## src/sv/fbpa_pkg.sv

```systemverilog
package fbpa_pkg;

    localparam int SLOTS_DEF       = 16;
    localparam int BLOCK_BYTES_DEF = 1048576;

    // request kinds
    localparam logic REQ_ALLOC = 1'b0;
    localparam logic REQ_FREE  = 1'b1;

    // result status codes
    localparam logic [2:0] ST_GRANTED      = 3'd0;
    localparam logic [2:0] ST_EXHAUSTED    = 3'd1;
    localparam logic [2:0] ST_RELEASED     = 3'd2;
    localparam logic [2:0] ST_FOREIGN      = 3'd3;
    localparam logic [2:0] ST_NULL         = 3'd4;
    localparam logic [2:0] ST_ALREADY_FREE = 3'd5;

    typedef struct packed {
        logic        req_type;
        logic [31:0] free_addr;
    } t_req;

    typedef struct packed {
        logic [2:0]  status;
        logic [31:0] block_addr;
        logic [4:0]  in_use_count;
    } t_rsp;

    // controller -> datapath
    typedef struct packed {
        logic start;
        logic step;
        logic finish;
    } t_cmd;

    // datapath -> controller
    typedef struct packed {
        logic is_null;
        logic hit;
        logic last;
        logic out_free;
    } t_stat;

endpackage

```

## src/sv/fbpa_ctrl.sv

```systemverilog
module fbpa_ctrl (
    input  logic           i_clk,
    input  logic           i_rst_n,
    input  logic           i_in_valid,
    input  fbpa_pkg::t_stat i_stat,
    output fbpa_pkg::t_cmd o_cmd,
    output logic           o_busy
);

    typedef enum logic [1:0] {
        S_IDLE = 2'b01,
        S_SCAN = 2'b10
    } t_state;

    t_state r_state;
    t_state n_state;
    logic   done;

    // scan ends on a null free, a hit, or the last slot
    assign done = i_stat.is_null | i_stat.hit | i_stat.last;

    always_comb begin
        n_state      = r_state;
        o_cmd.start  = 1'b0;
        o_cmd.step   = 1'b0;
        o_cmd.finish = 1'b0;
        case (r_state)
            S_IDLE: begin
                if (i_in_valid) begin
                    o_cmd.start = 1'b1;
                    n_state     = S_SCAN;
                end
            end
            S_SCAN: begin
                if (!done) begin
                    o_cmd.step = 1'b1;
                end else if (i_stat.out_free) begin
                    o_cmd.finish = 1'b1;
                    n_state      = S_IDLE;
                end
            end
            default: begin
                n_state = S_IDLE;
            end
        endcase
    end

    assign o_busy = (r_state != S_IDLE);

    always_ff @(posedge i_clk) begin
        if (!i_rst_n) begin
            r_state <= S_IDLE;
        end else begin
            r_state <= n_state;
        end
    end

endmodule

```

## src/sv/fbpa_dpath.sv

```systemverilog
module fbpa_dpath #(
    parameter int SLOTS       = fbpa_pkg::SLOTS_DEF,
    parameter int BLOCK_BYTES = fbpa_pkg::BLOCK_BYTES_DEF
) (
    input  logic            i_clk,
    input  logic            i_rst_n,
    input  logic            i_cfg_we,
    input  logic [31:0]     i_cfg_wdata,
    input  fbpa_pkg::t_req  i_in_data,
    input  logic            i_out_stall,
    input  fbpa_pkg::t_cmd  i_cmd,
    output fbpa_pkg::t_stat o_stat,
    output logic            o_out_valid,
    output fbpa_pkg::t_rsp  o_out_data
);

    localparam int          IW        = (SLOTS > 1) ? $clog2(SLOTS) : 1;
    localparam int          CW        = $clog2(SLOTS + 1);
    localparam logic [IW-1:0] LAST_IDX = IW'(SLOTS - 1);
    localparam logic [31:0] BLOCK_INC = 32'(BLOCK_BYTES);

    logic [31:0]      r_pool_base;
    logic [SLOTS-1:0] r_flags;
    logic [CW-1:0]    r_count;
    logic             r_req_type;
    logic [31:0]      r_free_addr;
    logic [IW-1:0]    r_idx;
    logic [31:0]      r_run_addr;
    logic             r_out_valid;
    fbpa_pkg::t_rsp   r_out_data;

    logic             cur_flag;
    logic             alloc;

    assign alloc    = (r_req_type == fbpa_pkg::REQ_ALLOC);
    assign cur_flag = r_flags[r_idx];

    assign o_stat.is_null  = !alloc && (r_free_addr == 32'd0);
    assign o_stat.hit      = alloc ? !cur_flag : (r_run_addr == r_free_addr);
    assign o_stat.last     = (r_idx == LAST_IDX);
    assign o_stat.out_free = !r_out_valid || !i_out_stall;

    assign o_out_valid = r_out_valid;
    assign o_out_data  = r_out_data;

    always_ff @(posedge i_clk) begin
        if (!i_rst_n) begin
            r_pool_base <= 32'd0;
        end else if (i_cfg_we) begin
            r_pool_base <= i_cfg_wdata;
        end
    end

    // request latch and slot walk
    always_ff @(posedge i_clk) begin
        if (i_cmd.start) begin
            r_req_type  <= i_in_data.req_type;
            r_free_addr <= i_in_data.free_addr;
            r_idx       <= '0;
            r_run_addr  <= r_pool_base;
        end else if (i_cmd.step) begin
            r_idx      <= r_idx + IW'(1);
            r_run_addr <= r_run_addr + BLOCK_INC;
        end
    end

    // commit flags and count
    always_ff @(posedge i_clk) begin
        if (!i_rst_n) begin
            r_flags <= '0;
            r_count <= '0;
        end else if (i_cmd.finish && !o_stat.is_null && o_stat.hit) begin
            if (alloc) begin
                r_flags[r_idx] <= 1'b1;
                r_count        <= r_count + CW'(1);
            end else if (cur_flag) begin
                r_flags[r_idx] <= 1'b0;
                if (r_count != '0) begin
                    r_count <= r_count - CW'(1);
                end
            end
        end
    end

    always_ff @(posedge i_clk) begin
        if (!i_rst_n) begin
            r_out_valid <= 1'b0;
        end else if (i_cmd.finish) begin
            r_out_valid <= 1'b1;
        end else if (!i_out_stall) begin
            r_out_valid <= 1'b0;
        end
    end

    always_ff @(posedge i_clk) begin
        if (i_cmd.finish) begin
            r_out_data.block_addr   <= 32'd0;
            r_out_data.in_use_count <= 5'(r_count);
            if (o_stat.is_null) begin
                r_out_data.status <= fbpa_pkg::ST_NULL;
            end else if (alloc) begin
                if (o_stat.hit) begin
                    r_out_data.status       <= fbpa_pkg::ST_GRANTED;
                    r_out_data.block_addr   <= r_run_addr;
                    r_out_data.in_use_count <= 5'(r_count + CW'(1));
                end else begin
                    r_out_data.status <= fbpa_pkg::ST_EXHAUSTED;
                end
            end else if (!o_stat.hit) begin
                r_out_data.status <= fbpa_pkg::ST_FOREIGN;
            end else if (cur_flag) begin
                r_out_data.status <= fbpa_pkg::ST_RELEASED;
                if (r_count != '0) begin
                    r_out_data.in_use_count <= 5'(r_count - CW'(1));
                end
            end else begin
                r_out_data.status <= fbpa_pkg::ST_ALREADY_FREE;
            end
        end
    end

endmodule

```

## src/sv/fixed_block_pool_allocator.sv

```systemverilog
// Fixed-size block pool allocator. Hands out blocks of BLOCK_BYTES bytes from
// SLOTS slots starting at the pool_base register, one in-use flag per slot.
// An allocate transaction takes the lowest free slot and returns
// pool_base + slot * BLOCK_BYTES (mod 2^32), or reports the pool exhausted;
// a free transaction releases the lowest slot whose address matches, and
// reports null, foreign or already-free addresses without changing state.
// Every request yields exactly one result transaction carrying the in-use
// count after the request. Requests are served one at a time: the controller
// walks the slots one per cycle through a single address adder and
// comparator, stopping at the first hit, at once on a null free, or at the
// last slot on a miss or an exhausted pool, and the finish is held back
// while an earlier result is still stalled in the output register.
// A result waits in an output register, so the next request is taken and
// scanned while the previous result is still stalled. Write pool_base only
// while no request is in flight.
module fixed_block_pool_allocator #(
    parameter int SLOTS       = fbpa_pkg::SLOTS_DEF,
    parameter int BLOCK_BYTES = fbpa_pkg::BLOCK_BYTES_DEF
) (
    input  logic           i_clk,
    input  logic           i_rst_n,
    // configuration: pool_base
    input  logic           i_cfg_we,
    input  logic [31:0]    i_cfg_wdata,
    // request channel
    input  logic           i_in_valid,
    output logic           o_in_stall,
    input  fbpa_pkg::t_req i_in_data,
    // result channel
    output logic           o_out_valid,
    input  logic           i_out_stall,
    output fbpa_pkg::t_rsp o_out_data
);

    fbpa_pkg::t_cmd  cmd;
    fbpa_pkg::t_stat stat;
    logic            busy;

    // hold off new requests while a scan is in progress
    assign o_in_stall = busy;

    fbpa_ctrl u_ctrl (
        .i_clk      (i_clk),
        .i_rst_n    (i_rst_n),
        .i_in_valid (i_in_valid),
        .i_stat     (stat),
        .o_cmd      (cmd),
        .o_busy     (busy)
    );

    fbpa_dpath #(
        .SLOTS       (SLOTS),
        .BLOCK_BYTES (BLOCK_BYTES)
    ) u_dpath (
        .i_clk       (i_clk),
        .i_rst_n     (i_rst_n),
        .i_cfg_we    (i_cfg_we),
        .i_cfg_wdata (i_cfg_wdata),
        .i_in_data   (i_in_data),
        .i_out_stall (i_out_stall),
        .i_cmd       (cmd),
        .o_stat      (stat),
        .o_out_valid (o_out_valid),
        .o_out_data  (o_out_data)
    );

endmodule

```

## config.mk

```make
export PLATFORM = sky130hd
export DESIGN_NAME = fixed_block_pool_allocator
export DESIGN_NICKNAME = d
export VERILOG_FILES = /design/src/sv/fbpa_pkg.sv /design/src/sv/fbpa_ctrl.sv /design/src/sv/fbpa_dpath.sv /design/src/sv/fixed_block_pool_allocator.sv
export SDC_FILE = /design/constraint.sdc
export NUM_CORES = 1
export LEC_CHECK = 0
export ABC_AREA = 1
export BUFFER_PORTS_ARGS = -buffer_cell sky130_fd_sc_hd__buf_4
export CORE_MARGIN = 2
export CORE_UTILIZATION = 35
export CTS_CLUSTER_DIAMETER = 120
export DETAILED_ROUTE_END_ITERATION = 6
export GPL_TIMING_DRIVEN = 1
export HOLD_SLACK_MARGIN = 0.12
export SLEW_MARGIN = 0
export SYNTH_ARGS = -nofsm -noshare
export SYNTH_HDL_FRONTEND = slang
export SYNTH_SLANG_ARGS = --single-unit
export TNS_END_PERCENT = 10
```

## constraint.sdc

```tcl
create_clock -name i_clk -period 3.7 [get_ports i_clk]
set_input_delay 0.37 -clock i_clk [delete_from_list [all_inputs] [get_ports i_clk]]
set_output_delay 0.37 -clock i_clk [all_outputs]
set_load 0.05 [all_outputs]
```

## Word-level counts from Yosys, hierarchy flattened

Cells that the tools add are included.

| storage, ports and cells | value |
|---|---|
| register bits after elaboration | 165 |
| input bits | 70 |
| output and inout bits | 42 |
| word-level logic and storage cells | 81 |

| operators by class | value |
|---|---|
| add/sub/neg operators | 4 |
| magnitude comparators | 2 |
| eq/ne operators | 10 |
| muxes and demuxes | 32 |
| bitwise operators | 6 |
| reductions and logical operators | 15 |

Operator list:

| cell | number |
|---|---|
| 2-to-1 mux 32 bit | 2 |
| 2-to-1 mux 37 bit | 1 |
| adder 32 x 21 -> 32 bit (second input constant) | 1 |
| equality test 32 bit | 1 |
| logical NOT 32 bit | 1 |
| 2-to-1 mux 16 bit | 2 |
| 2-to-1 mux 5 bit | 6 |
| bitwise AND 16 bit | 1 |
| NOT 16 bit | 1 |
| OR 16 bit | 1 |
| 2-to-1 mux 1 bit | 11 |
| 2-to-1 mux 3 bit | 3 |
| 2-to-1 mux 2 bit | 4 |
| inequality test 2 x 1 -> 1 bit (second input constant) | 3 |
| inequality test 2 bit (second input constant) | 3 |
| adder 5 x 1 -> 5 bit (second input constant) | 1 |
| less-than comparator 4 x 5 -> 1 bit (second input constant) | 1 |
| nonzero test 5 bit | 1 |
| subtractor 5 x 1 -> 5 bit (second input constant) | 1 |
| adder 4 x 1 -> 4 bit (second input constant) | 1 |
| binary-select mux 1 bit (select 4 bit) | 1 |
| demux 1 bit (select 4 bit) | 1 |
| equality test 4 bit (second input constant) | 1 |
| greater-or-equal comparator 4 x 1 -> 1 bit (second input constant) | 1 |
| other kinds (12) | 19 |

## Logic depth before layout (Yosys ltp)

| depth | value |
|---|---|
| depth in word-level cells | 11 |
| gate-level depth with buffers | 18 |
| mapped depth without buffers | 16 |

## Modules after synthesis

A second synthesis with hierarchy kept.

| second synthesis, totals | value |
|---|---|
| cells, all modules | 889 |
| area, all modules | 7552.2 um2 |

By module, submodules not included:

| module | times used | cells each | area each (um2) | seq. area each (um2) |
|---|---|---|---|---|
| fbpa_dpath | 1 | 871 | 7429.6 | 4314.1 |
| fbpa_ctrl | 1 | 18 | 122.6 | 40.0 |

## Worst setup path after synthesis

No wires, ideal clock.

| timing path | value |
|---|---|
| path kind | in2reg |
| start | input i_in_valid |
| end | register u_dpath.r_run_addr[20] (data pin) |
| library setup time | 0.344 ns |
| data arrival time | 2.378 ns |
| required time | 3.356 ns |
| path slack | 0.978 ns |
| stages on the path | 4 |
| buffers on the path | 1 |
| cell sequence | nand3_1 > inv_1 > clkbuf_1 > o21ai_0 |

RTL lines:

| what | line | text |
|---|---|---|
| start, declared | fixed_block_pool_allocator.sv:26 | `input logic i_in_valid,` |
| end signal, assigned | fbpa_dpath.sv:60 | `r_run_addr <= r_pool_base;` |
| end signal, assigned | fbpa_dpath.sv:63 | `r_run_addr <= r_run_addr + BLOCK_INC;` |
| end, declared | fbpa_dpath.sv:28 | `logic [31:0] r_run_addr;` |

==> impl_metrics.json <==
{
  "outcome": "complete, no violations",
  "final_common_cell": "nand2_1",
  "synthToLayoutAreaGrowth_pct": 26.0,
  "synth_area_sq_mm": 0.00774,
  "period_minus_slack_ns": 2.71,
  "ant_nets": 0,
  "place.gp.congestion": 0.872,
  "cap_violations": 0,
  "holdCritStartpoint": "i_in_data[21]",
  "cp_num_buf_inv": 3,
  "relSlewSlack_pct": 49.2,
  "syn_avg_cell_area_sq_um": 8.56,
  "gr-total-overflow": 0,
  "cp_data_required_time_ns": 3.76,
  "crit_start": "u_dpath.r_idx[1]$_SDFFE_PP0P_",
  "cts_inserted_buffers": 17,
  "r2r_end": "u_dpath.o_out_data[11]$_SDFFCE_PP0P_",
  "synth_flop_cell": "edfxtp_1",
  "ys_warn_count": 0,
  "drt_first_iter_violations": 457,
  "drt-vias-per-instance": 4.63,
  "dr.pass1.iters": 5,
  "crit_top_cell": "nand2_1",
  "n_fill_cell": 2141,
  "htreeDepth": 4,
  "worstSetupPathType": "flop to flop",
  "regArea_sq_mm": 0.00435,
  "clk_pin_slew_ns": 0.07,
  "finalCritPeriodShare_pct": 73.3,
  "r2r_cells": 11,
  "cts_tree": "built",
  "clock_path_buffers": 2,
  "vias": 6183,
  "crit_family": "simple AND/OR/NAND/NOR gates",
  "min_path_type": "primary input to flop",
  "seq_area_frac_synth_pct": 56.2,
  "drv_slew": 0,
  "core.rowCount": 54,
  "drt-total-wl_um": 19400,
  "insertion_delay_ns": 0.43,
  "reg2reg_setup_slack_ns": 0.99,
  "die_h_um": 153,
  "hold_end": "u_dpath.r_free_addr[21]$_DFFE_PP_",
  "hold_viol": 0,
  "cpPeakStageDelay_ns": 0.49,
  "grt_pass1_wl_um": 30900,
  "crit_fanout": 40,
  "crit_chain": "inv_1 -> nand3_1 -> nand2_1 -> nand2_1 -> nand2_1 -> nor2_4 -> nand2_4 -> nand3_2 -> nand3_4 -> inv_1 -> buf_4",
  "layout.cells.non_filler": 1334,
  "ys_seq_elements": 165,
  "grt_pass1_vias": 5932,
  "dp.cells": 1270,
  "grt_max_degree": 55,
  "layout_common_cells": "nand2_1 (174), nor2_1 (167), inv_1 (140), buf_4 (118), edfxtp_1 (105)",
  "worstHoldPathCells": 1,
  "io_buffers": 111,
  "cts_root_buf": "clkbuf_16",
  "ctsResizeCount": 0,
  "powerDensity_mw_per_mm2": 458,
  "io-pin-count": 112,
  "hold_buffers": 26,
  "synth-edff-count": 105,
  "crit_path_top_delay_cell": "dfxtp_1",
  "drc": 0,
  "r2r_start": "u_dpath.r_idx[1]$_SDFFE_PP0P_",
  "start_util_pct": 35.6,
  "p_leak_uw": 0.00417,
  "hpwl_um": 13800,
  "num_antenna_cells": 0,
  "syn_inst": 904,
  "antenna_found_initial": 0,
  "final_layout_size_suffix_gt1_share_pct": 16.1,
  "grt_usage_pct": 16.9,
  "nNetsFinal": 1118,
  "die_w_um": 153,
  "postCtsSetupBuffers": 0,
  "wire_per_inst_um": 14.5,
  "synth.distinct_cells": 38,
  "startpoint_type": "flop",
  "arrival_ns": 2.77,
  "max_clock_freq_mhz": 369,
  "worst_slew_pin_slew_ns": 0.762,
  "rsz0062_at_grt": "no",
  "end_kind": "flop",
  "fin_tns_setup_ns": 0,
  "syn_nets": 981,
  "fin_skew_ns": 0.0129,
  "cts_sinks": 165,
  "die_area_sq_mm": 0.0233,
  "multi_input_area_sq_mm": 0.00268,
  "core_area_sq_mm": 0.0218,
  "async_flop_share_pct": 0,
  "ir_worst_vdd_mv": 0.228,
  "setup_violations": 0
}
[flip-flops by register name, indices dropped and copies added (netlist names), named ones only]
| register | cells |
|---|---|
| u_ctrl.r_state | 2 |
| u_dpath.o_out_data | 40 |
| u_dpath.o_out_valid | 1 |
| u_dpath.r_count | 5 |
| u_dpath.r_free_addr | 32 |
| u_dpath.r_idx | 4 |
| u_dpath.r_pool_base | 32 |
| u_dpath.r_req_type | 1 |
| u_dpath.r_run_addr | 32 |
[metrics by stage]
step / total power [uW] / hold WS, ns / util, % / worst slack (ns) / instance area [sq um]
detailed placement: 2600 / 0.450 / 40.5 / 1.03 / 8810
CTS: 4510 / 0.121 / 44.6 / 1.01 / 9700
finish: 4470 / 0.145 / 44.8 / 0.988 / 9760
global route: 4660 / 0.115 / 44.8 / 0.718 / 9760
global placement: 2600 / 0.445 / 40.5 / 1.07 / 8810
floorplan: 2430 / 0.434 / - / 0.978 / 7740
[layout make-up]
| type | instances | share of cell area, % |
|---|---|---|
| Inverter | 145 | 5.58 |
| Multi-Input combinational cell | 562 | 27.4 |
| Tap cell | 280 | 3.59 |
| Timing Repair Buffer | 150 | 12.4 |
| Sequential cell | 165 | 44.6 |
| Clock buffer | 18 | 4.40 |
| Clock inverter | 14 | 2.03 |
[power by group]
group	switching [uW]	internal [uW]
clock	739	1140
sequential	64.6	2060
combinational	289	175
total	1090	3380
[synth_stat cells, types with 3 or more instances]
cell | instances | area (sq um)
a21oi_1 | 35 | 175
buf_1 | 3 | 11.3
buf_2 | 3 | 15.0
buf_4 | 3 | 22.5
buf_6 | 3 | 33.8
clkbuf_1 | 19 | 71.3
dfxtp_1 | 60 | 1200
edfxtp_1 | 105 | 3150
ha_1 | 7 | 87.6
inv_1 | 141 | 529
inv_2 | 4 | 15.0
nand2_1 | 174 | 653
nand3_1 | 29 | 145
nand3_2 | 11 | 110
nand4_1 | 28 | 175
nor2_1 | 167 | 627
nor3_1 | 15 | 75.1
o211ai_1 | 3 | 22.5
o21ai_0 | 58 | 290
xnor2_1 | 10 | 87.6
xor2_1 | 6 | 52.6
[routing by layer]
layer,track usage [%],vias up,share of wire [%]
met5,0,-,0
met4,5.47,0,1.8
met3,4.27,21,5.1
met2,25.3,171,44
met1,23.9,2809,49
li1,-,3182,-
[worst max path at each step]
stage | endpoint | cells after the start
floorplan | u_dpath.r_run_addr[20]$_DFFE_PP_ | 4
global placement | u_dpath.o_out_data[13]$_SDFFCE_PP0P_ | 11
detailed placement | u_dpath.o_out_data[15]$_SDFFCE_PP0P_ | 11
CTS | u_dpath.o_out_data[11]$_SDFFCE_PP0P_ | 11
global route | u_dpath.r_count[3]$_SDFFE_PN0P_ | 12
finish | u_dpath.o_out_data[11]$_SDFFCE_PP0P_ | 11
[kinds of logic (layout without fill, tap and decap cells)]
family,after synthesis,count (layout),share of synthesized area (%)
xor+xnor,16,16,1.81
mux,1,1,0.129
buf+inv,177,327,9.21
simple gates,433,433,24.3
compound gates,105,105,7.16
fa+ha+maj,7,7,1.13
flops,165,165,56.2
Power figures use the tool's default switching activity.
